`src/rtl/csq_pkg.sv`:
```
// types, codes and sizes of the semaphore waiter queue
package csq_pkg;

  localparam int unsigned MAX_WAITERS = 8;
  localparam int unsigned COUNT_MAX   = 32767;

  localparam int unsigned IDX_W   = (MAX_WAITERS > 1) ? $clog2(MAX_WAITERS) : 1;
  localparam int unsigned TOTAL_W = $clog2(MAX_WAITERS + 1);
  localparam int unsigned COUNT_W = 15;
  localparam int unsigned TID_W   = 32;
  localparam int unsigned IVAL_W  = 16;
  localparam int unsigned OP_W    = 3;
  localparam int unsigned STAT_W  = 3;
  localparam int unsigned WAIT_W  = 4;

  localparam int unsigned IN_DATA_W  = 48;
  localparam int unsigned OUT_DATA_W = 56;

  typedef enum logic [OP_W-1:0] {
    OP_INIT    = 3'd0,
    OP_TRYWAIT = 3'd1,
    OP_WAIT    = 3'd2,
    OP_POST    = 3'd3,
    OP_REMOVE  = 3'd4,
    OP_DESTROY = 3'd5
  } op_t;

  typedef enum logic [STAT_W-1:0] {
    ST_OK          = 3'd0,
    ST_WOULD_BLOCK = 3'd1,
    ST_QUEUED      = 3'd2,
    ST_LIST_FULL   = 3'd3,
    ST_OVERFLOW    = 3'd4,
    ST_BUSY        = 3'd5,
    ST_INVALID     = 3'd6,
    ST_NOT_FOUND   = 3'd7
  } status_t;

  typedef enum logic {
    FSM_IDLE = 1'b0,
    FSM_EXEC = 1'b1
  } fsm_t;

  // command broadcast to every queue cell
  typedef struct packed {
    logic             append;
    logic             del;
    logic [IDX_W-1:0] pos;
    logic [TID_W-1:0] tid;
  } cell_ctl_t;

endpackage

```
`src/rtl/counting_semaphore_waiter_queue.sv`:
```
// counting semaphore with a fifo queue of waiting thread ids
//
// usage:
//   input stream s_axis: one request per beat. tuser carries the operation
//   (init, trywait, wait, post, remove, destroy), tdata the thread id and
//   the init value. output stream m_axis: one result per request, carrying
//   status, count, queue length and a woken thread id (tuser = woken flag).
//
// timing:
//   a request is captured into the request register while idle and executed
//   in the execute state once the output register is free or being drained;
//   the result is then registered in the output register. the next request
//   is accepted only after the previous one has executed.
//   the waiter queue is a row of eight cells; every cell compares its id in
//   parallel and a delete shifts ids one cell forward at once.
//
// reset: rst (synchronous) zeroes the count and empties the queue; the
// stored ids are not cleared and are only read below the queue length.
// stall: a finished result waits in the output register; one more request
// is accepted and held until that register is taken.
module counting_semaphore_waiter_queue (
  input  logic        clk,
  input  logic        rst,
  input  logic        s_axis_tvalid,
  output logic        s_axis_tready,
  input  logic [47:0] s_axis_tdata,   // thread_id[31:0], init_value[47:32]
  input  logic [2:0]  s_axis_tuser,   // operation[2:0]
  output logic        m_axis_tvalid,
  input  logic        m_axis_tready,
  output logic [55:0] m_axis_tdata,   // status[2:0], count_now[17:3],
                                      // waiters_now[21:18], woken_thread[53:22]
  output logic        m_axis_tuser    // woken_valid[0]
);

  localparam int unsigned NW = csq_pkg::MAX_WAITERS;

  // fsm and captured request
  csq_pkg::fsm_t                 state, state_next;
  logic [csq_pkg::OP_W-1:0]      req_op;
  logic [csq_pkg::TID_W-1:0]     req_tid;
  logic [csq_pkg::IVAL_W-1:0]    req_ival;

  // semaphore state
  logic [csq_pkg::COUNT_W-1:0]   count, count_next;
  logic [csq_pkg::TOTAL_W-1:0]   total, total_next;

  // output register
  logic                          out_valid;
  csq_pkg::status_t              out_status, status_next;
  logic [csq_pkg::COUNT_W-1:0]   out_count;
  logic [csq_pkg::TOTAL_W-1:0]   out_total;
  logic                          out_woken, woken_next;
  logic [csq_pkg::TID_W-1:0]     out_thread, thread_next;

  // cell row
  csq_pkg::cell_ctl_t            ctl;
  logic [csq_pkg::TID_W-1:0]     ids [NW];
  logic [NW-1:0]                 match;
  logic                          found;
  logic [csq_pkg::IDX_W-1:0]     found_pos;
  logic                          exec_fire;
  logic                          in_fire;

  // no request is taken while reset is held
  assign s_axis_tready = (state == csq_pkg::FSM_IDLE) && !rst;
  assign in_fire       = s_axis_tvalid && s_axis_tready;
  // execute once the output register is free or being drained
  assign exec_fire     = (state == csq_pkg::FSM_EXEC) && (!out_valid || m_axis_tready);

  always_ff @(posedge clk) begin
    if (rst) begin
      state <= csq_pkg::FSM_IDLE;
    end else begin
      state <= state_next;
    end
  end

  always_comb begin
    state_next = state;
    unique case (state)
      csq_pkg::FSM_IDLE: begin
        if (in_fire) state_next = csq_pkg::FSM_EXEC;
      end
      csq_pkg::FSM_EXEC: begin
        if (exec_fire) state_next = csq_pkg::FSM_IDLE;
      end
      default: state_next = csq_pkg::FSM_IDLE;
    endcase
  end

  always_ff @(posedge clk) begin
    if (in_fire) begin
      req_op   <= s_axis_tuser;
      req_tid  <= s_axis_tdata[31:0];
      req_ival <= s_axis_tdata[47:32];
    end
  end

  // first occupied cell that holds the requested id
  always_comb begin
    found     = 1'b0;
    found_pos = '0;
    for (int i = NW - 1; i >= 0; i--) begin
      if (match[i] && (csq_pkg::TOTAL_W'(i) < total)) begin
        found     = 1'b1;
        found_pos = csq_pkg::IDX_W'(i);
      end
    end
  end

  // operation decode
  always_comb begin
    count_next  = count;
    total_next  = total;
    status_next = csq_pkg::ST_OK;
    woken_next  = 1'b0;
    thread_next = '0;
    ctl.append  = 1'b0;
    ctl.del     = 1'b0;
    ctl.pos     = '0;
    ctl.tid     = req_tid;
    unique case (req_op)
      csq_pkg::OP_INIT: begin
        if (32'(req_ival) > csq_pkg::COUNT_MAX) begin
          status_next = csq_pkg::ST_INVALID;
        end else begin
          count_next = req_ival[csq_pkg::COUNT_W-1:0];
          total_next = '0;
        end
      end
      csq_pkg::OP_TRYWAIT: begin
        if (count != '0) begin
          count_next = count - csq_pkg::COUNT_W'(1);
        end else begin
          status_next = csq_pkg::ST_WOULD_BLOCK;
        end
      end
      csq_pkg::OP_WAIT: begin
        if (count != '0) begin
          count_next = count - csq_pkg::COUNT_W'(1);
        end else if (32'(total) >= NW) begin
          status_next = csq_pkg::ST_LIST_FULL;
        end else begin
          ctl.append  = exec_fire;
          ctl.pos     = total[csq_pkg::IDX_W-1:0];
          total_next  = total + csq_pkg::TOTAL_W'(1);
          status_next = csq_pkg::ST_QUEUED;
        end
      end
      csq_pkg::OP_POST: begin
        if (32'(count) >= csq_pkg::COUNT_MAX) begin
          status_next = csq_pkg::ST_OVERFLOW;
        end else begin
          count_next = count + csq_pkg::COUNT_W'(1);
          if (total != '0) begin
            woken_next  = 1'b1;
            thread_next = ids[0];
            ctl.del     = exec_fire;
            ctl.pos     = '0;
            total_next  = total - csq_pkg::TOTAL_W'(1);
          end
        end
      end
      csq_pkg::OP_REMOVE: begin
        if (found) begin
          ctl.del    = exec_fire;
          ctl.pos    = found_pos;
          total_next = total - csq_pkg::TOTAL_W'(1);
        end else begin
          status_next = csq_pkg::ST_NOT_FOUND;
        end
      end
      csq_pkg::OP_DESTROY: begin
        if (total != '0) begin
          status_next = csq_pkg::ST_BUSY;
        end else begin
          count_next = '0;
        end
      end
      default: status_next = csq_pkg::ST_INVALID;
    endcase
  end

  always_ff @(posedge clk) begin
    if (rst) begin
      count     <= '0;
      total     <= '0;
      out_valid <= 1'b0;
    end else if (exec_fire) begin
      count     <= count_next;
      total     <= total_next;
      out_valid <= 1'b1;
    end else if (m_axis_tready) begin
      out_valid <= 1'b0;
    end
  end

  always_ff @(posedge clk) begin
    if (exec_fire) begin
      out_status <= status_next;
      out_count  <= count_next;
      out_total  <= total_next;
      out_woken  <= woken_next;
      out_thread <= thread_next;
    end
  end

  // row of cells, each fed by the one behind it
  for (genvar g = 0; g < NW; g++) begin : g_cell
    logic [csq_pkg::TID_W-1:0] behind;
    if (g < NW - 1) begin : g_mid
      assign behind = ids[g+1];
    end else begin : g_last
      assign behind = ids[g];
    end
    csq_cell u_cell (
      .clk       (clk),
      .idx       (csq_pkg::IDX_W'(g)),
      .ctl       (ctl),
      .id_behind (behind),
      .id        (ids[g]),
      .match     (match[g])
    );
  end

  assign m_axis_tvalid = out_valid;
  assign m_axis_tuser  = out_woken;
  assign m_axis_tdata  = {2'b00, out_thread,
                          csq_pkg::WAIT_W'(out_total), out_count, out_status};

endmodule

```
`src/rtl/csq_cell.sv`:
```
// one queue slot: holds an id, shifts from its neighbor on delete
module csq_cell (
  input  logic                       clk,
  input  logic [csq_pkg::IDX_W-1:0]  idx,
  input  csq_pkg::cell_ctl_t         ctl,
  input  logic [csq_pkg::TID_W-1:0]  id_behind,
  output logic [csq_pkg::TID_W-1:0]  id,
  output logic                       match
);

  always_ff @(posedge clk) begin
    if (ctl.append && (idx == ctl.pos)) begin
      id <= ctl.tid;
    end else if (ctl.del && (idx >= ctl.pos)) begin
      id <= id_behind;
    end
  end

  assign match = (id == ctl.tid);

endmodule

```
`config.mk`:
```
export PLATFORM = sky130hd
export DESIGN_NAME = counting_semaphore_waiter_queue
export DESIGN_NICKNAME = d
export VERILOG_FILES = /design/src/rtl/csq_pkg.sv /design/src/rtl/counting_semaphore_waiter_queue.sv /design/src/rtl/csq_cell.sv
export SDC_FILE = /design/constraint.sdc
export NUM_CORES = 1
export LEC_CHECK = 0
export BUFFER_PORTS_ARGS = -buffer_cell sky130_fd_sc_hd__buf_2
export CAP_MARGIN = 20
export CORE_UTILIZATION = 33
export CTS_CLUSTER_SIZE = 20
export DETAILED_ROUTE_END_ITERATION = 10
export PLACE_DENSITY = 0.44
export SYNTH_ARGS = -nofsm -noshare
export SYNTH_HDL_FRONTEND = slang
export SYNTH_SLANG_ARGS = --single-unit
export TNS_END_PERCENT = 30
```
`constraint.sdc`:
```
create_clock -name clk -period 10.6 [get_ports clk]
set_input_delay 1.59 -clock clk [delete_from_list [all_inputs] [get_ports clk]]
set_output_delay 1.59 -clock clk [all_outputs]
set_load 0.02 [all_outputs]
```
* Yosys cells after proc, flatten, opt, wreduce, memory -nomap -nowiden
Cells that the tools add are included.
** Word-level totals
- Logic and storage cells :: 175
- Output and inout bits :: 59
- Input port bits :: 55
- Register bits :: 383
** Operators by class
- Equality and inequality tests :: 20
- Reduce and logical (&&, ||, !) cells :: 44
- $add $sub $neg :: 4
- Multiplexer cells :: 66
- Bitwise logic cells :: 3
- $lt $le $gt $ge :: 18
** Operators with widths (count)
- $mux W32 :: 14
- $eq A32 B32 Y1 :: 8
- $mux W15 :: 4
- $pmux W15 S4 :: 1
- $mux W3 :: 15
- $mux W4 :: 9
- $logic_and A1 B1 Y1 :: 26
- $mux W1 :: 18
- $pmux W3 S6 :: 1
- $gt A16 B15 Y1 const B :: 1
- $lt A3 B4 Y1 const A :: 4
- $pmux W4 S4 :: 1
- $reduce_bool A2 Y1 :: 8
- $add A15 B1 Y15 const B :: 1
- $ge A15 B15 Y1 const B :: 1
- $reduce_bool A15 Y1 :: 1
- $sub A15 B1 Y15 const B :: 1
- $eq A3 B3 Y1 const A :: 4
- $ge A3 B3 Y1 const A :: 3
- $pmux W3 S3 :: 1
- $lt A1 B4 Y1 const A :: 2
- $lt A2 B4 Y1 const A :: 2
- $eq A2 B3 Y1 const A :: 2
- $eq A3 B2 Y1 const B :: 2
- 16 further kinds :: 25

* Depth between registers and ports, before layout
Gate-level depths: netlist of run 1.
- Word-level depth :: 16
- Depth in mapped cells :: 15
- Gate-level depth less buffers :: 11

* By module
Synthesis of run 1 repeated with hierarchy kept, for this count alone.
** Unflattened totals
- Cells, all modules :: 1556
- Area, all modules :: 21546.9 um^2
** By module, submodules not included
- csq_cell :: seq. area each 960.9 um^2, area an instance 1906.8 um^2, cells each 122, instances 8
- counting_semaphore_waiter_queue :: seq. area each 3603.5 um^2, area an instance 6292.3 um^2, cells each 580, instances 1

* Worst setup path before layout of run 1
Ideal clock, no wire load.
- Kind :: register -> register
- From :: register total[1] (netlist bit)
- To :: register g_cell[0].u_cell.id[0] (netlist bit) (enable)
- Required time :: 10130 ps
- Setup slack :: 4966 ps
- Path buffers :: 3
- Setup time :: 470 ps
- Data arrival time :: 5164 ps
- Cell stages (with the launch flop) :: 14
- Period minus slack after synthesis :: 5634 ps
- Cell sequence :: dfxtp_1 -> clkbuf_1 -> inv_1 -> ha_1 -> or3b_1 -> nand3_1 -> or4_1 -> nor4_2 -> or3_1 -> buf_2 -> o21ai_0 -> buf_2 -> or2_2 -> a211oi_1
** On the way
- Word-level cells in the longest chain between the ends :: 15
- Elaborated cells between the ends (all ways) :: 49
- Classes of those cells :: order compare (10); mux (26); reduce/logical (13)
** RTL lines
- start, declared :: line counting_semaphore_waiter_queue.sv:45 : logic [csq_pkg::TOTAL_W-1:0] total, total_next;
- start signal, assigned :: line counting_semaphore_waiter_queue.sv:191 : total <= total_next;
- $lt A3 B4 Y1 :: line counting_semaphore_waiter_queue.sv:104 : if (match[i] && (csq_pkg::TOTAL_W'(i) < total)) begin
- $logic_and A1 B1 Y1 :: line counting_semaphore_waiter_queue.sv:104
- $mux W3 or $mux W1 (tied branches) (8 in a row) :: line counting_semaphore_waiter_queue.sv:104
- $mux W4 :: line counting_semaphore_waiter_queue.sv:165 : if (found) begin
- $pmux W3 S3 :: line counting_semaphore_waiter_queue.sv:122 : unique case (req_op)
- $ge A1 B3 Y1 or $logic_not A3 Y1 (tied branches) :: line csq_cell.sv:14, csq_cell.sv:12
- $logic_and A1 B1 Y1, on equally long branches :: line csq_cell.sv:14, csq_cell.sv:12
- $reduce_bool A2 Y1 (no source line) *
- end signal, assigned :: line csq_cell.sv:13 : id <= ctl.tid;
- end signal, assigned :: line csq_cell.sv:15 : id <= id_behind;
- end, declared :: line csq_cell.sv:7 : output logic [csq_pkg::TID_W-1:0] id,
Every way passes the cells marked *; elsewhere a longest branch is shown, timed or not.
A chain may end at the register's enable or synchronous reset.

* Worst setup path after layout of run 1
- From :: register req_tid[16] (netlist bit)
- To :: register g_cell[5].u_cell.id[10] (netlist bit) (enable)
** On the way
- Word-level cells in the longest chain between the ends :: 15
- Elaborated cells between the ends (all ways) :: 40
- Classes of those cells :: order compare (1); eq/ne (9); mux (19); reduce/logical (11)
** RTL lines
- start, declared :: line counting_semaphore_waiter_queue.sv:40 : logic [csq_pkg::TID_W-1:0] req_tid;
- start signal, assigned :: line counting_semaphore_waiter_queue.sv:94 : req_tid <= s_axis_tdata[31:0];
- $eq A32 B32 Y1 :: line csq_cell.sv:19 : assign match = (id == ctl.tid);
- $logic_and A1 B1 Y1 :: line counting_semaphore_waiter_queue.sv:104
- $mux W3 or $mux W1 (tied branches) (8 in a row) :: line counting_semaphore_waiter_queue.sv:104
- $mux W4 * :: line counting_semaphore_waiter_queue.sv:165
- $pmux W3 S3 :: line counting_semaphore_waiter_queue.sv:122
- $ge A3 B3 Y1 or $eq A3 B3 Y1 (tied branches) :: line csq_cell.sv:14, csq_cell.sv:12
- $logic_and A1 B1 Y1, on equally long branches :: line csq_cell.sv:14, csq_cell.sv:12
- $reduce_bool A2 Y1 (no source line) *
- end signal, assigned :: line csq_cell.sv:13
- end signal, assigned :: line csq_cell.sv:15
- end, declared :: line csq_cell.sv:7
Marks and branches as above.

==> results of run 1 <==
==> worst max-delay path: stages (launching register included) <==
cell	delay [ps]
sky130_fd_sc_hd__edfxtp_1	1050
sky130_fd_sc_hd__xnor2_1	210
sky130_fd_sc_hd__nand2_1	90
sky130_fd_sc_hd__or4b_1	580
sky130_fd_sc_hd__nor4_4	450
sky130_fd_sc_hd__nand2b_1	180
sky130_fd_sc_hd__a21oi_1	70
sky130_fd_sc_hd__o21ai_1	820
sky130_fd_sc_hd__or3_2	990
sky130_fd_sc_hd__o21ai_2	100
sky130_fd_sc_hd__buf_4	300
==> cells by family (layout without fill, tap and decap cells) <==
kind of cell	count (synthesis)	after routing	synth area share [%]
AND/OR/NAND/NOR	429	429	11.9
flip-flops	383	383	55.1
XOR/XNOR	259	259	11.1
multiplexers	226	226	12.9
AO/OA/AOI/OAI	160	160	5.19
buffers and inverters	140	257	3.34
adder cells (fa/ha/maj)	6	6	0.367
other	1	3	0.0183
==> metrics by stage <==
step	instance area, um2	util [%]
2_1_floorplan	20500	-
3_3_place_gp	21800	35.9
4_1_cts	23300	38.2
5_1_grt	23300	38.3
3_5_place_dp	21800	35.9
6_report	23300	38.3
==> final timing paths <==
check,to,cells past startpoint
worst max register to register,g_cell[5].u_cell.id[10],10
worst max-delay path,g_cell[5].u_cell.id[10],10
worst min register to register,g_cell[7].u_cell.id[2],0
worst min-delay path,g_cell[7].u_cell.id[2],0
==> registers in the layout, indices dropped and copies added (netlist names) <==
name	flops
out_count	15
m_axis_tvalid	1
req_op	3
req_tid	32
out_total	4
out_status	3
m_axis_tuser	1
count	15
out_thread	32
state	1
g_cell.u_cell.id	256
total	4
req_ival	16
==> placed cells by master (no fill, tap or decap), drive strengths merged, types with 6 or more instances in the layout <==
master,synthesis,routed
or2,8,8
edfxtp,362,362
o21ai,29,29
xnor2,72,72
clkinv,0,10
or3,8,8
buf,89,159
nor2b,21,21
nand4b,6,6
nand4,36,36
dfxtp,21,21
and3,7,7
o31ai,7,7
nand2,62,62
a21o,10,10
clkbuf,35,69
nand2b,9,9
nor2,70,70
a211oi,7,7
nor4b,6,6
mux2,222,222
and2,40,40
or4,6,6
inv,16,17
a21oi,54,54
nand3,31,31
nor4,64,64
nor3,37,37
xor2,187,187
ha,6,6
==> layout make-up <==
cell class              instances  area share, %
diodes                          1         0.0107
clock buffers                  69           5.74
clock inverters                13          0.483
inverters                      16          0.258
multi-input cells            1082           36.8
flip-flops and latches        383           48.4
well taps                     782           4.20
repair buffers                159           4.10
==> power breakdown <==
part	switching [mW]	internal, mW	leakage [nW]
clock	0.625	0.915	0.713
combinational	0.156	0.0738	3.87
sequential	0.0216	1.67	3.48
==> per-layer routing <==
metal	global-route usage [%]	wire, um	vias up
met5	0	0	-
met3	2.34	2350	107
met4	7.23	2040	0
met2	33.4	29900	358
met1	24.7	26700	6376
li1	-	-	6118
==> summary by stage, run 1 <==
Timing
The time the worst path needs with I/O delays and setup is about 5200 ps. The hold violation count in the final report is 0. The minimum setup slack in the final design is approximately 5400 ps. At the pin with the least slew margin, the transition time is approximately 1100 ps. After layout, the worst path uses between 40% and 50% of the clock period. Setup repair after global routing left no endpoint under its margin. Based on the critical path, the design can be clocked at up to between 150 and 200 MHz. Across the routed clock network, the largest skew measured is 13.4 ps.

The number of failing setup endpoints in the final timing report is 0. In this run the tightest slew margin relative to its limit is 27.6%. The worst hold slack is between 400 and 500 ps. After routing, the total negative slack on setup checks comes to 0 ps.

The max-slew violation total from the final report is 0.

Place
The number of buffers inserted by port buffering is between 100 and 150. The number of placed instances with taps included is about 2400. The placer's final routability congestion estimate is 0.891. The final HPWL from detailed placement is approximately 46000 um. OpenSTA, run right after detailed placement, puts the worst setup slack at about 5500 ps.

CTS
The number of sinks handled by clock tree synthesis is approximately 380. For this design, the CTS-stage hold fixing added 0 buffers. After clock tree synthesis, the clock-pin slew on the worst setup and hold paths is 60 ps. The total CTS buffers is 47. The buffer levels on the longest clock path is 3.

The CTS tree is done. In this run, post-CTS repair resized a total of 0 instances. The count of H-tree levels built during CTS is 2. In this run the clock root is driven by a sky130_fd_sc_hd__clkbuf_16. The number of setup buffers added after CTS is 0. At the later pin of the worst-skew pair, clock insertion delay measures about 570 ps.

Synth
The mapped cell area is 20500 um2. The share of synthesized flip-flops with an asynchronous set or reset is 0%. For this run, the leading register cell type out of synthesis is sky130_fd_sc_hd__edfxtp_1.

The dominant cell by count in the synthesized netlist is sky130_fd_sc_hd__edfxtp_1. The sequential cell area fraction in the yosys report is about 55%. The gate count after technology mapping is approximately 1600. After synthesis, the most frequently instantiated cells are sky130_fd_sc_hd__edfxtp_1 (362), sky130_fd_sc_hd__xor2_1 (187), sky130_fd_sc_hd__mux2_2 (163). The number of flops mapped to enable cells by yosys is roughly 360. The cell taking the most area after synthesis is sky130_fd_sc_hd__edfxtp_1. In the post-synthesis netlist, the biggest area contributors are sky130_fd_sc_hd__edfxtp_1 (53%), sky130_fd_sc_hd__mux2_2 (9.0%), sky130_fd_sc_hd__xor2_1 (8.0%), sky130_fd_sc_hd__xnor2_1 (3.1%), sky130_fd_sc_hd__mux2_4 (2.1%).

The count of unique library cells instantiated by Yosys is between 80 and 90. In this run, synthesis produced a sequential element count of 383. The Yosys step of the flow raised 0 warnings. The average cell area after synthesis is roughly 13 um2.

The proportion of netlist area held by the largest area contributor is roughly 53%.

Layout
Of the cells placed in the final design, the portion with a size suffix greater than 1 is around a quarter. Once layout is complete, the cells apart from fillers number between 2000 and 3000. Summing all multi-input logic gate instances after layout gives 8580 um2. Counting the fill cells in the layout gives between 5000 and 6000. The final-stage net count is ~1800. Relative to the synthesized area, the layout overhead comes to 13.9%. In the final layout, flip-flops and latches occupy about 11000 um2.

Floorplan
For this configuration, the core starts out at a cell density of around a third. Measured along the y axis, the die boundary spans ~250 um. The area of the core is 60800 um2. The die width is roughly 250 um. The floorplan step defined a die boundary enclosing 63100 um2. In this run the core area contains 90 standard-cell rows.

The number of top-level pins is roughly 110.

GRT
Entering global routing, the biggest net connects between 70 and 80 pins. The first global-routing pass estimated ~90000 um of wire. The number of global-route vias before repair is 13420. The total overflow left after global routing is 0. The initial antenna violation count came to 1. The total routing resource utilization after global routing is just under 20%.

Routing
The detail-routed via count per cell is just over 5. The detailed router finished its first iteration with about 760 violations. In the routed design, unresolved DRC markers number 0. The count of nets left with antenna violations once routing finished came out at 0.

For this run, the detailed router's first-pass iteration total came to 5. The average wire per standard cell is between 20 and 25 um. The via count is around 13000.

The total wire length after detailed routing is between 60000 and 70000 um.

Hold path
The path class of the tightest hold or removal check is reg -> reg. In this run the most critical hold path is launched from req_tid[2].

Worst setup path
The start-to-end type of the worst setup path is reg -> reg. The worst setup path is launched from a flip-flop. The data required time at the worst endpoint is approximately 11000 ps. In this run the critical register-to-register path is launched from req_tid[16].

Along the worst path, the maximum fanout reaches 33. Data arrives at the worst endpoint at 5450 ps. The worst reg-to-reg setup slack is 5440 ps.

The critical path capture point type is a flip-flop. The startpoint of the most critical setup path is req_tid[16].

Run
Max-cap violations in this run came to 0.

Status
The flow ran to the end, and the final reports show no timing, DRC or antenna violations.

Power
The power density over the cells is approximately 150 nW/um2. The worst-case IR drop observed on VDD is 0.0000973 V. Overall power consumption after layout is estimated at roughly 3.5 mW.

The leakage power is about 8.1 nW.
Note: power is estimated with default switching activity, not from simulation.
==> inputs of run 2 (changes only) <==
Clock period 10.6 ns to 5.3 ns, I/O delays scaled along.
==> summary by stage, run 2 (synthesized netlist as in run 1, its figures left out) <==
Status
The flow ran to the end, and the final reports show no timing, DRC or antenna violations.

Layout
The final instance area is 23500 um2. The footprint of the multi-input gates is between 8000 and 9000 um2. The final layout contains between 1500 and 2000 nets.

The filler cells instantiated in the layout total a little under 6000. The share of cells above drive strength 1 is between 20% and 30%. The register with the highest flop count is g_cell.u_cell.id.

The most common cell after layout, fill and taps aside is sky130_fd_sc_hd__edfxtp_1. The library cells used most frequently in the layout, excluding fill and tap cells, are sky130_fd_sc_hd__edfxtp_1 (362), sky130_fd_sc_hd__xor2_1 (187), sky130_fd_sc_hd__mux2_2 (163). Relative to the synthesized area, the layout overhead comes to 14.8%. The finished layout holds around 2500 standard cells, fillers aside. The largest registers in the layout are g_cell.u_cell.id (256), out_thread (32), req_tid (32). The repair_antennas step left the layout with diodes totalling 0. The flip-flop count of the largest register, all copies and words added is about 260. The sequential cells in the finished layout cover a total of roughly 11000 um2.

Worst setup path
Among all stages on the critical path, the largest delay is contributed by sky130_fd_sc_hd__edfxtp_1. At the worst endpoint, the arrival time is roughly 5000 ps. The endpoint identified for the worst register-to-register timing path is g_cell[0].u_cell.id[10].

The length in cells of the worst reg-to-reg path is 12. Tracing the worst setup path back leads to its startpoint at req_tid[16]. On the worst path, the slowest cell contributes a delay of roughly 930 ps. In this run the worst setup path terminates at g_cell[0].u_cell.id[10]. The worst reg-to-reg setup slack is slightly above 600 ps. The startpoint identified for the worst register-to-register timing path is req_tid[16]. The family of cells with the greatest summed delay on the critical path is compound AO/OA/AOI/OAI gates. The data required time at the worst endpoint is ~5600 ps. STA classifies the critical path endpoint as a flip-flop. The cell with the most instances on the worst path is sky130_fd_sc_hd__nor4_1. Of all nets on the critical path, the largest fanout is 25. The critical path crosses 12 cells after its start point. The setup path with the least slack is of type reg -> reg. The combined buffer and inverter count along the critical path is 3. The category of the worst setup path launch point is a flip-flop. Walking the worst path, the cells encountered are buf_4 -> xor2_1 -> nor4_1 -> nand3_1 -> nor4_1 -> buf_4 -> nor4_1 -> a21o_1 -> and2_1 -> a211o_1 -> a211oi_4 -> buf_12.

Place
Once placement finished, the instance area stood at roughly 22000 um2. Detailed placement ended at an HPWL of roughly 48000 um. The congestion estimate from routability-driven global placement came to approximately 0.97. The number of buffers inserted by port buffering is between 100 and 150.

The number of placed instances with taps included is 2439.

CTS
The number of setup buffers added after CTS is 0. Buffers inserted during clock tree synthesis total 47. The register clock-pin slew on the reported worst setup and hold paths is approximately 60 ps. The CTS tree is done.

The number of hold buffers added after CTS was 0. The tree built by TritonCTS fans out to ~380 sinks. CTS placed an instance of sky130_fd_sc_hd__clkbuf_16 at the clock tree root. Counting along the longest clock path gives a buffer depth of 3. Post-CTS repair changed the size of 0 cells. For the worst-skew pair, the clock arrives at the later sink with an insertion delay of between 500 and 600 ps. The count of H-tree levels built during CTS is 2.

Power
The analysis attributes to cell leakage a power of 8.18 nW. Summing internal, switching and leakage power gives roughly 7 mW. The worst-case IR drop observed on VDD is 0.000214 V. The power density over the cells is 298 nW/um2.

Hold path
The path class of the tightest hold or removal check is in -> reg.

Floorplan
114 I/O pins were placed. The floorplan step defined a core boundary enclosing roughly 60000 um2. The starting utilization of the core area is ~34%. The die is 251 um wide. The site row count is 90. The die covers about 63000 um2.

The die is 251 um tall.

Timing
At the pin with the least slew margin, the transition time is 1100 ps. For this run, the top clock speed supported by timing is between 200 and 250 MHz. The clock arrives with about 19 ps of skew. The number of failing setup endpoints in the final timing report is 0. Adding up every negative setup slack in the final design gives 0 ps. The hold violation count in the final report is 0. The share of the clock period used by the worst path after layout is approximately nine tenths. The worst hold slack is 377 ps. Setup repair after global routing left no endpoint under its margin. In this run the tightest slew margin relative to its limit is roughly a quarter. The max-slew violation total from the final report is 0. The time the worst path needs with I/O delays and setup is 4680 ps.

Routing
The number of DRC violations after detailed-routing iteration 0 is roughly 920. Once detail routing completed, the nets flagged for antenna violations numbered 0. The average wire per standard cell is between 20 and 25 um. For this block, the via count after detailed routing is ~13000. The number of design rule violations left after detail routing is 0. The total wire length after detailed routing is 63000 um. The detail-routed via count per cell is 5.17. The first TritonRoute pass finished after 5 iterations.

GRT
Across every metal layer, demand over resource in global routing totals approximately 20%. The number of global-route vias before repair came to 13240. The largest net degree at the start of global routing is 75. The wire length of the first global-routing pass is about 92000 um. The residual overflow from global routing is 0. The initial antenna violation count is 3.

Run
The max-cap check violation count is 0.
[run 2: cell types whose count changed in the layout (fill, tap and decap cells not counted)]
cell	previous run	this run
sky130_fd_sc_hd__buf_12	0	2
sky130_fd_sc_hd__diode_2	1	0
sky130_fd_sc_hd__inv_6	1	3
sky130_fd_sc_hd__bufinv_16	2	3
sky130_fd_sc_hd__buf_4	46	63
sky130_fd_sc_hd__o21ai_4	0	1
sky130_fd_sc_hd__buf_16	2	1
sky130_fd_sc_hd__clkbuf_1	14	7
sky130_fd_sc_hd__clkinvlp_4	0	2
sky130_fd_sc_hd__clkinv_1	5	6
sky130_fd_sc_hd__o21ai_2	2	1
sky130_fd_sc_hd__clkinv_2	5	9
sky130_fd_sc_hd__clkbuf_8	8	7
[run 2: cell type report]
| cell class | instances | share of cell area, % |
|---|---|---|
| Inverter | 16 | 0.255 |
| Clock buffer | 61 | 5.52 |
| Timing Repair Buffer | 177 | 4.66 |
| Clock inverter | 23 | 0.846 |
| Sequential cell | 383 | 48.0 |
| Tap cell | 782 | 4.16 |
| Multi-Input combinational cell | 1082 | 36.5 |
[run 2: layer usage]
layer	vias up	wire length [um]	global-route usage, %
li1	6165	-	-
met1	6421	27800	26.3
met2	376	30600	33.8
met3	85	2640	2.46
met4	0	1990	7.26
met5	-	0	0
[run 2: stage by stage]
stage / util, % / setup WS (ps)
finish: 38.7 / 621
global route: 38.7 / 445
CTS: 38.6 / 569
detailed placement: 36.2 / 586
global placement: 36.2 / 659
floorplan: - / -146
[run 2: worst min-delay path by stage]
stage / to / slack [ps] / cells past startpoint / start
6_report: req_ival[10] / 380 / 1 / s_axis_tdata[42]
3_5_place_dp: m_axis_tvalid / 530 / 2 / state
3_3_place_gp: m_axis_tvalid / 510 / 2 / state
2_1_floorplan: g_cell[7].u_cell.id[0] / 420 / 0 / req_tid[0]
5_1_grt: req_tid[10] / 350 / 1 / s_axis_tdata[10]
4_1_cts: req_ival[10] / 340 / 1 / s_axis_tdata[42]
[run 2: worst reg2reg max path: stages, from the launching register on]
cell                       delay (ps)
sky130_fd_sc_hd__edfxtp_1         930
sky130_fd_sc_hd__buf_4            290
sky130_fd_sc_hd__xor2_1           140
sky130_fd_sc_hd__nor4_1           440
sky130_fd_sc_hd__nand3_1          130
sky130_fd_sc_hd__nor4_1           400
sky130_fd_sc_hd__buf_4            220
sky130_fd_sc_hd__nor4_1            50
sky130_fd_sc_hd__a21o_1           280
sky130_fd_sc_hd__and2_1           200
sky130_fd_sc_hd__a211o_1          430
sky130_fd_sc_hd__a211oi_4         570
sky130_fd_sc_hd__buf_12           260
[run 2: where the power goes]
| group | internal [mW] | total [mW] | switching [mW] |
|---|---|---|---|
| Clock | 1.86 | 3.16 | 1.29 |
| Sequential | 3.33 | 3.40 | 0.0667 |
| Combinational | 0.155 | 0.451 | 0.296 |
| Total | 5.35 | 7.01 | 1.66 |
